--- src/rtl/fdiv_pkg.sv ---
// fdiv_pkg: shared types, constants and helpers for the float32 divider.
// No dependencies.
package fdiv_pkg;

    localparam int QUOT_BITS = 26;
    localparam int QDEPTH = 4;
    localparam int QPTR_W = $clog2(QDEPTH);
    localparam logic [31:0] QNAN_DEFAULT = 32'hFFC0_0000;
    localparam logic [31:0] INF_BITS = 32'h7F80_0000;
    localparam logic [7:0] EXP_ALL1 = 8'hFF;
    localparam logic [7:0] EXP_MAXFIN = 8'hFE;
    localparam logic [22:0] FRAC_ALL1 = 23'h7F_FFFF;
    localparam logic [23:0] MANT_ALL1 = 24'hFF_FFFF;
    localparam logic [23:0] HIDDEN_BIT = 24'h80_0000;
    localparam logic signed [10:0] EXP_BIAS = 11'sd127;

    typedef enum logic [2:0] {
        RM_RNE = 3'd0,
        RM_RTZ = 3'd1,
        RM_RDN = 3'd2,
        RM_RUP = 3'd3,
        RM_RMM = 3'd4
    } t_rmode;

    // Classified request handed from front to back.
    typedef struct packed {
        logic             special;   // result fixed, no division needed
        logic [31:0]      spec_val;
        logic             sign;
        logic [2:0]       rm;
        logic [23:0]      ma;        // normalized mantissas
        logic [23:0]      mb;
        logic signed [10:0] exp;     // xa - xb + bias
    } t_req;

    // Per-stage state in the divide pipeline.
    typedef struct packed {
        logic             vld;
        logic             special;
        logic [31:0]      spec_val;
        logic             sign;
        logic [2:0]       rm;
        logic [24:0]      rem;
        logic [23:0]      mb;
        logic [25:0]      q;
        logic signed [10:0] exp;
    } t_stage;

    // Leading zero count of a 24-bit mantissa (0..23 for nonzero).
    function automatic logic [4:0] lzc24(input logic [23:0] v);
        logic [4:0] n;
        logic       found;
        n = 5'd0;
        found = 1'b0;
        for (int k = 23; k >= 0; k--) begin
            if (!found && v[k]) begin
                found = 1'b1;
                n = 5'(23 - k);
            end
        end
        return n;
    endfunction

endpackage

--- src/rtl/fdiv_front.sv ---
// fdiv_front: classifies operands, answers special cases, normalizes mantissas.
// Depends on fdiv_pkg.
module fdiv_front (
    input  logic               i_clk,
    input  logic               i_rst_n,
    input  logic               i_vld,
    input  logic [31:0]        i_dividend,
    input  logic [31:0]        i_divisor,
    input  logic [2:0]         i_rounding_mode,
    output logic               o_vld,
    output fdiv_pkg::t_req     o_req
);
    import fdiv_pkg::*;

    logic        sa, sb, sign;
    logic [7:0]  ea, eb;
    logic [22:0] fa, fb;
    logic        a_nan, b_nan, a_inf, b_inf, a_zero, b_zero;
    logic [23:0] ma0, mb0;
    logic [4:0]  la, lb;
    t_req        n_req, r_req;
    logic        r_vld;

    always_comb begin
        sa = i_dividend[31];
        sb = i_divisor[31];
        ea = i_dividend[30:23];
        eb = i_divisor[30:23];
        fa = i_dividend[22:0];
        fb = i_divisor[22:0];
        sign = sa ^ sb;
        a_nan = (ea == EXP_ALL1) && (fa != '0);
        b_nan = (eb == EXP_ALL1) && (fb != '0);
        a_inf = (ea == EXP_ALL1) && (fa == '0);
        b_inf = (eb == EXP_ALL1) && (fb == '0);
        a_zero = (ea == '0) && (fa == '0);
        b_zero = (eb == '0) && (fb == '0);
        ma0 = {(ea != '0), fa};
        mb0 = {(eb != '0), fb};
        la = lzc24(ma0);
        lb = lzc24(mb0);

        n_req = '0;
        n_req.sign = sign;
        n_req.rm = i_rounding_mode;
        n_req.ma = ma0 << la;
        n_req.mb = mb0 << lb;
        n_req.exp = $signed({3'b000, (ea != '0) ? ea : 8'd1}) - $signed({6'd0, la})
                  - $signed({3'b000, (eb != '0) ? eb : 8'd1}) + $signed({6'd0, lb})
                  + EXP_BIAS;
        n_req.special = 1'b1;
        if (a_nan)
            n_req.spec_val = i_dividend | 32'h0040_0000;
        else if (b_nan)
            n_req.spec_val = i_divisor | 32'h0040_0000;
        else if ((a_zero && b_zero) || (a_inf && b_inf))
            n_req.spec_val = QNAN_DEFAULT;
        else if (a_zero || b_inf)
            n_req.spec_val = {sign, 31'd0};
        else if (b_zero || a_inf)
            n_req.spec_val = INF_BITS | {sign, 31'd0};
        else begin
            n_req.special = 1'b0;
            n_req.spec_val = '0;
        end
    end

    always_ff @(posedge i_clk) begin
        if (!i_rst_n)
            r_vld <= 1'b0;
        else
            r_vld <= i_vld;
        r_req <= n_req;
    end

    assign o_vld = r_vld;
    assign o_req = r_req;

endmodule

--- src/rtl/fdiv_queue.sv ---
// fdiv_queue: short FIFO between front and back halves of the divider.
// Depends on fdiv_pkg.
module fdiv_queue (
    input  logic               i_clk,
    input  logic               i_rst_n,
    input  logic               i_push,
    input  fdiv_pkg::t_req     i_data,
    input  logic               i_pop,
    output logic               o_empty,
    output logic               o_full,
    output fdiv_pkg::t_req     o_data
);
    import fdiv_pkg::*;

    t_req              r_mem [QDEPTH];
    logic [QPTR_W-1:0] r_wr, r_rd;
    logic [QPTR_W:0]   r_cnt;

    always_ff @(posedge i_clk) begin
        if (!i_rst_n) begin
            r_wr <= '0;
            r_rd <= '0;
            r_cnt <= '0;
        end else begin
            if (i_push) r_wr <= r_wr + 1'b1;
            if (i_pop) r_rd <= r_rd + 1'b1;
            r_cnt <= r_cnt + (QPTR_W+1)'(i_push) - (QPTR_W+1)'(i_pop);
        end
        if (i_push) r_mem[r_wr] <= i_data;
    end

    assign o_data = r_mem[r_rd];
    assign o_empty = (r_cnt == '0);
    assign o_full = (r_cnt == (QPTR_W+1)'(QDEPTH));

    a_no_overflow: assert property (@(posedge i_clk) disable iff (!i_rst_n)
        o_full |-> !i_push || i_pop) else $error("queue overflow");
    a_no_underflow: assert property (@(posedge i_clk) disable iff (!i_rst_n)
        o_empty |-> !i_pop) else $error("queue underflow");
    a_cnt_range: assert property (@(posedge i_clk) disable iff (!i_rst_n)
        r_cnt <= (QPTR_W+1)'(QDEPTH)) else $error("queue count out of range");

endmodule

--- src/rtl/fdiv_back.sv ---
// fdiv_back: pipelined restoring mantissa divide, one quotient bit per stage,
// then normalize, denormalize, round and pack. Depends on fdiv_pkg.
module fdiv_back (
    input  logic               i_clk,
    input  logic               i_rst_n,
    input  logic               i_vld,
    input  fdiv_pkg::t_req     i_req,
    output logic               o_vld,
    output logic [31:0]        o_quotient
);
    import fdiv_pkg::*;

    // r_st[k] holds state after k quotient bits.
    t_stage r_st [QUOT_BITS+1];
    t_stage n_st [QUOT_BITS+1];

    always_comb begin
        n_st[0] = '0;
        n_st[0].vld = i_vld;
        n_st[0].special = i_req.special;
        n_st[0].spec_val = i_req.spec_val;
        n_st[0].sign = i_req.sign;
        n_st[0].rm = i_req.rm;
        n_st[0].rem = {1'b0, i_req.ma};
        n_st[0].mb = i_req.mb;
        n_st[0].exp = i_req.exp;
        for (int k = 1; k <= QUOT_BITS; k++) begin
            n_st[k] = r_st[k-1];
            if (r_st[k-1].rem >= {1'b0, r_st[k-1].mb}) begin
                n_st[k].rem = r_st[k-1].rem - {1'b0, r_st[k-1].mb};
                n_st[k].q = {r_st[k-1].q[24:0], 1'b1};
            end else begin
                n_st[k].q = {r_st[k-1].q[24:0], 1'b0};
            end
            if (k < QUOT_BITS) n_st[k].rem = {n_st[k].rem[23:0], 1'b0};
        end
    end

    always_ff @(posedge i_clk) begin
        for (int k = 0; k <= QUOT_BITS; k++) begin
            if (!i_rst_n)
                r_st[k].vld <= 1'b0;
            else
                r_st[k].vld <= n_st[k].vld;
            r_st[k].special <= n_st[k].special;
            r_st[k].spec_val <= n_st[k].spec_val;
            r_st[k].sign <= n_st[k].sign;
            r_st[k].rm <= n_st[k].rm;
            r_st[k].rem <= n_st[k].rem;
            r_st[k].mb <= n_st[k].mb;
            r_st[k].q <= n_st[k].q;
            r_st[k].exp <= n_st[k].exp;
        end
    end

    // Stage A: normalize and denormalize.
    t_stage             sq;
    logic [26:0]        res;
    logic [23:0]        mant_a;
    logic [2:0]         grs_a;
    logic signed [10:0] e_a;
    logic [4:0]         sh;
    logic [26:0]        comb, lostmask;
    logic               r_a_vld, r_a_special, r_a_sign;
    logic [31:0]        r_a_spec;
    logic [2:0]         r_a_rm;
    logic [23:0]        r_a_mant;
    logic [2:0]         r_a_grs;
    logic signed [10:0] r_a_exp;

    always_comb begin
        sq = r_st[QUOT_BITS];
        res = {sq.q, (sq.rem != '0)};
        if (res[26]) begin
            mant_a = res[26:3];
            grs_a = res[2:0];
            e_a = sq.exp;
        end else begin
            mant_a = res[25:2];
            grs_a = {res[1], 1'b0, res[0]};
            e_a = sq.exp - 11'sd1;
        end
        sh = '0;
        comb = {mant_a, grs_a};
        lostmask = '0;
        if (e_a <= 11'sd0) begin
            sh = (e_a < -11'sd24) ? 5'd26 : 5'(11'sd1 - e_a);
            lostmask = (27'd1 << sh) - 27'd1;
            comb = {mant_a, grs_a} >> sh;
            comb[0] = comb[0] | (({mant_a, grs_a} & lostmask) != '0);
            e_a = 11'sd0;
        end
    end

    always_ff @(posedge i_clk) begin
        if (!i_rst_n)
            r_a_vld <= 1'b0;
        else
            r_a_vld <= sq.vld;
        r_a_special <= sq.special;
        r_a_spec <= sq.spec_val;
        r_a_sign <= sq.sign;
        r_a_rm <= sq.rm;
        r_a_mant <= comb[26:3];
        r_a_grs <= comb[2:0];
        r_a_exp <= e_a;
    end

    // Stage B: round and pack.
    logic               up, to_inf;
    logic [23:0]        mant_b;
    logic signed [10:0] e_b;
    logic [31:0]        n_q, r_q;
    logic               r_vld;

    always_comb begin
        case (r_a_rm)
            RM_RNE:  up = r_a_grs[2] && (r_a_mant[0] || (r_a_grs[1:0] != '0));
            RM_RDN:  up = r_a_sign && (r_a_grs != '0);
            RM_RUP:  up = !r_a_sign && (r_a_grs != '0);
            RM_RMM:  up = r_a_grs[2];
            default: up = 1'b0;
        endcase
        mant_b = r_a_mant;
        e_b = r_a_exp;
        if (up) begin
            if (r_a_mant == MANT_ALL1) begin
                mant_b = HIDDEN_BIT;
                e_b = r_a_exp + 11'sd1;
            end else begin
                mant_b = r_a_mant + 24'd1;
                if (r_a_exp == 11'sd0 && mant_b[23]) e_b = 11'sd1;
            end
        end
        case (r_a_rm)
            RM_RTZ:  to_inf = 1'b0;
            RM_RDN:  to_inf = r_a_sign;
            RM_RUP:  to_inf = !r_a_sign;
            default: to_inf = 1'b1;
        endcase
        if (r_a_special)
            n_q = r_a_spec;
        else if (e_b >= 11'sd255)
            n_q = to_inf ? (INF_BITS | {r_a_sign, 31'd0})
                         : {r_a_sign, EXP_MAXFIN, FRAC_ALL1};
        else
            n_q = {r_a_sign, e_b[7:0], mant_b[22:0]};
    end

    always_ff @(posedge i_clk) begin
        if (!i_rst_n)
            r_vld <= 1'b0;
        else
            r_vld <= r_a_vld;
        r_q <= n_q;
    end

    assign o_vld = r_vld;
    assign o_quotient = r_q;

    a_special_pass: assert property (@(posedge i_clk) disable iff (!i_rst_n)
        r_a_vld && r_a_special |=> o_quotient == $past(r_a_spec))
        else $error("special result altered");
    a_denorm_exp: assert property (@(posedge i_clk) disable iff (!i_rst_n)
        r_a_vld && !r_a_special |-> r_a_exp >= 11'sd0)
        else $error("negative exponent after denormalize");
    a_pipe_flow: assert property (@(posedge i_clk) disable iff (!i_rst_n)
        r_a_vld |=> o_vld) else $error("result lost in pack stage");

endmodule

--- src/rtl/float32_divider.sv ---
// float32_divider: top level, IEEE-754 single-precision divider.
// Depends on fdiv_pkg, fdiv_front, fdiv_queue, fdiv_back.
//
// One divide request is accepted per cycle (start high while busy is low) and
// each gives exactly one quotient, shown for one cycle with o_done. A request
// passes through one classify stage, one queue slot, one input stage of
// the restoring divider, its 26 quotient-bit stages, one normalize/denormalize
// stage and one round/pack stage. The back pipeline never stalls, since
// results cannot be held off, so busy stays low and requests stream at full
// rate. Rounding modes: 0 nearest-even, 1 toward zero, 2 down, 3 up, 4
// nearest-away, 5-7 truncate with overflow to infinity. No exception flags
// are produced.
module float32_divider (
    input  logic        i_clk,
    input  logic        i_rst_n,
    input  logic        start,
    output logic        busy,
    input  logic [31:0] i_dividend,
    input  logic [31:0] i_divisor,
    input  logic [2:0]  i_rounding_mode,
    output logic        o_done,
    output logic [31:0] o_quotient
);
    import fdiv_pkg::*;

    logic accept;
    logic f_vld;
    t_req f_req, q_req;
    logic q_empty, q_full, pop;

    assign accept = start && !busy;
    // Back end always drains, so the queue never fills in practice.
    assign busy = q_full;
    assign pop = !q_empty;

    fdiv_front u_front (
        .i_clk, .i_rst_n,
        .i_vld(accept),
        .i_dividend, .i_divisor, .i_rounding_mode,
        .o_vld(f_vld), .o_req(f_req)
    );

    fdiv_queue u_queue (
        .i_clk, .i_rst_n,
        .i_push(f_vld), .i_data(f_req),
        .i_pop(pop), .o_empty(q_empty), .o_full(q_full),
        .o_data(q_req)
    );

    fdiv_back u_back (
        .i_clk, .i_rst_n,
        .i_vld(pop), .i_req(q_req),
        .o_vld(o_done), .o_quotient
    );

    a_never_busy: assert property (@(posedge i_clk) disable iff (!i_rst_n)
        !busy) else $error("divider stalled");
    a_front_to_queue: assert property (@(posedge i_clk) disable iff (!i_rst_n)
        accept |=> f_vld) else $error("request dropped in front");
    a_queue_drains: assert property (@(posedge i_clk) disable iff (!i_rst_n)
        f_vld |=> !q_empty || pop) else $error("queue lost request");

endmodule

--- config.mk ---
export PLATFORM = sky130hd
export DESIGN_NAME = float32_divider
export DESIGN_NICKNAME = d
export VERILOG_FILES = /design/src/rtl/fdiv_pkg.sv /design/src/rtl/fdiv_front.sv /design/src/rtl/fdiv_queue.sv /design/src/rtl/fdiv_back.sv /design/src/rtl/float32_divider.sv
export SDC_FILE = /design/constraint.sdc
export NUM_CORES = 2
export LEC_CHECK = 0
export ABC_AREA = 1
export BUFFER_PORTS_ARGS = -buffer_cell sky130_fd_sc_hd__buf_2
export CORE_ASPECT_RATIO = 0.5
export CORE_MARGIN = 8
export CORE_UTILIZATION = 35
export CTS_CLUSTER_SIZE = 14
export DETAILED_ROUTE_END_ITERATION = 7
export HOLD_SLACK_MARGIN = 0.05
export PLACE_DENSITY_LB_ADDON = 0.05
export SETUP_SLACK_MARGIN = 0.2
export SYNTH_ARGS = -nofsm -noshare
export SYNTH_HDL_FRONTEND = slang
export SYNTH_SLANG_ARGS = --single-unit
--- constraint.sdc ---
create_clock -name i_clk -period 14.88 [get_ports i_clk]
set_clock_uncertainty 0.2 [all_clocks]
set_input_delay 2.232 -clock i_clk [delete_from_list [all_inputs] [get_ports i_clk]]
set_output_delay 2.232 -clock i_clk [all_outputs]
set_load 0.02 [all_outputs]
==> summary.txt <==
status: completed
Congestion Overflow GR: 0
CP arrival: 8.73 ns
Die Area: 365000 sq um
most common cell in the netlist: dfxtp_1
first-pass GRT wire length: 450000 um
HP Start: u_back.r_st[5][20]
layout cell share with drive strength beyond 1: 5.75%
met2 GRT Util: 26.7%
Total GRT Usage: 15.6%
largest net degree at the start of global routing: 81
routed len/inst: 17.4 um
vias in the first global route: 76.5k
worst hold path type: flop to flop
FF+latch count, synth: 3546
worst setup path endpoint: u_front.o_req[9]
Crit. End Element: flop
final period utilization: 54.5%
CP Max Fanout: 26
Mapped Cells: 11.9k
Filler Cells Inserted: 33.6k
average cell area after synthesis: 10.2 sq um
I/O pin count: 104
fmax: 0.123 GHz
sequential fraction of the synthesis area: 62.0%
Async S/R FF share, synth: 0%
# rows: 152
post-layout minimum cycle time: 8.11 ns
Initial Util: 35.2%
CP startpoint: i_dividend[29]
H-tree Lvls: 5
CP startpoint kind: primary input
RR Endpoint: u_back.r_a_grs[1]
CTS Buf Count: 328
Ys Warns: 0
CTS clock-pin slew for the worst setup and hold paths: 0.07 ns
core box area: 343000 sq um
Final Setup Violations: 0
Die Wd: 846 um
Routability Congestion: 0.851
Yosys cell types: 74
GR Util met3: 2.17%
DRC viols: 0
total number of vias: 76.3k
maximum clock path buffer count: 4
Synth area leader: dfxtp_1
PostCTS Resize Cnt: 0
Via density: 4.50
fin nets: 12.8k
Post-CTS Setup Inserts: 0
met1 Use GR: 20.2%
r2r setup slk: 9.64 ns
setup TNS: 0 ns
RSZ-0062 raised after global routing: no
fin. max-slew vios: 0
busiest grt layer: met2
crit path kind: primary input to flop
commonest register cell after synthesis: dfxtp_1
Worst Reg-to-Reg Cells: 18
CTS tree: built
Worst EP required: 15.49 ns
Final ANT Viol Nets: 0
Die H: 431 um
CTS Hold Bufs: 0
hpwl dp: 219000 um
post-synth top area share: 52.5%
CTS Sinks: 3546
max cap viols: 0
Slew @ Worst Pin: 1.09 ns
Root Buffer Master: clkbuf_16
DR pass1 iterations: 7
Final Hold Fails: 0
Clk Latency, worst-skew pair: 0.89 ns
Sequential Area: 74800 sq um
synth cell count leaders: dfxtp_1, nand2_1, inv_1
initial antenna violation count: 27
area of the multi-input gates: 40100 sq um
syn_nets: 12.6k
IO Port Bufs: 103
relative slew slack: 27.2%
Mapped Area: 121000 sq um
DRT Wirelength: 294000 um
worst flop-to-flop path startpoint: u_back.r_st[6][284]
DR iter-0 viols: 4064
synth top area cells: dfxtp_1, edfxtp_1, ha_1
EDFF count, synth: 384
area grow syn2layout: 13.3%
registers in the layout, summed over array words and instances, names as in the netlist, named ones only:
| register | cells |
|---|---|
| u_back.r_st | 2947 |
| u_queue.r_mem | 384 |
| u_front.o_req | 96 |
| u_back.o_quotient | 32 |
| u_back.r_a_spec | 32 |
| u_back.r_a_mant | 24 |
| u_back.r_a_exp | 11 |
| u_back.r_a_grs | 3 |
| u_back.r_a_rm | 3 |
| u_queue.r_cnt | 3 |
| u_queue.r_rd | 2 |
| u_queue.r_wr | 2 |
| u_back.o_vld | 1 |
| u_back.r_a_sign | 1 |
| u_back.r_a_special | 1 |
| u_back.r_a_vld | 1 |
| u_front.o_vld | 1 |
stage by stage:
step           hold slack, ns  cell area, sq um  utilization (%)  setup slack (ns)  instances
6_report                0.101            137000             39.8              6.77      16950
5_1_grt                 0.101            137000             39.8              6.32      16935
4_1_cts                0.0987            137000             39.8              7.10      16912
3_5_place_dp            0.112            126000             36.8              6.07      16371
3_3_place_gp            0.110            126000             36.8              6.00      16371
2_1_floorplan           0.110            121000                -              7.99      11869
routing by layer:
metal | up-vias | wire length (um)
met5 | - | 0
li1 | 39737 | -
met2 | 1045 | 139000
met1 | 35028 | 136000
met3 | 477 | 9460
met4 | 0 | 9860
area by class of cell:
| type | count | area share [%] |
|---|---|---|
| well taps | 4620 | 4.23 |
| multi-input cells | 6807 | 29.4 |
| diodes | 38 | 0.0696 |
| flip-flops and latches | 3546 | 54.8 |
| repair buffers | 151 | 0.641 |
| inverters | 1247 | 3.44 |
| clock buffers | 464 | 6.81 |
| clock inverters | 77 | 0.674 |
how the worst min path moves through the flow:
stage | endpoint | slack (ns) | cells after the start
final | u_back.r_st[5][145] | 0.10 | 0
after global routing | u_back.r_st[5][222] | 0.10 | 0
after global placement | u_back.r_st[5][24] | 0.11 | 0
after CTS | u_back.r_st[5][222] | 0.1 | 0
after floorplan | u_back.r_a_rm[0] | 0.11 | 0
after detailed placement | u_back.r_a_spec[19] | 0.11 | 0
kinds of logic after synthesis:
group,after synthesis,share of synthesized area [%]
AND/OR/NAND/NOR,3245,11.3
multiplexers,9,0.0757
AO/OA/AOI/OAI,2272,10.1
flip-flops,3546,62.0
XOR/XNOR,594,4.32
buffers and inverters,1516,4.87
adder cells (fa/ha/maj),686,7.33
other,1,0.00311
layout by cell type, fill, tap and decap left out, drive strengths merged, types with 245 or more instances in the layout:
cell and instances:
a21oi 1200, clkbuf 464, dfxtp 3162, edfxtp 384
ha 652, inv 1252, nand2 1323, nand3 470
nor2 1165, o21ai 699, xnor2 349, xor2 245
critical path, cell delays in order:
cell,delay [ns]
buf_2,0.12
inv_1,0.12
nand2_1,0.10
nor4_2,0.57
nand2_1,0.27
nor2_2,0.23
nand2_1,0.14
nor2_2,0.18
nand3_1,0.16
nor2_1,0.22
nand3_1,0.65
nand2_2,0.78
ha_1,0.25
inv_1,0.06
fa_1,0.41
a21oi_1,0.17
o21ai_0,0.14
xor2_1,0.22
fa_1,0.46
ha_1,0.37
a21oi_1,0.16
nand2_1,0.10
a21oi_1,0.17
o21bai_1,0.12
a21o_1,0.18
a21oi_1,0.15
Power is left out: the tool's default activity adds up to more than one toggle a clock period on the data nets, which glitch-free logic cannot reach.
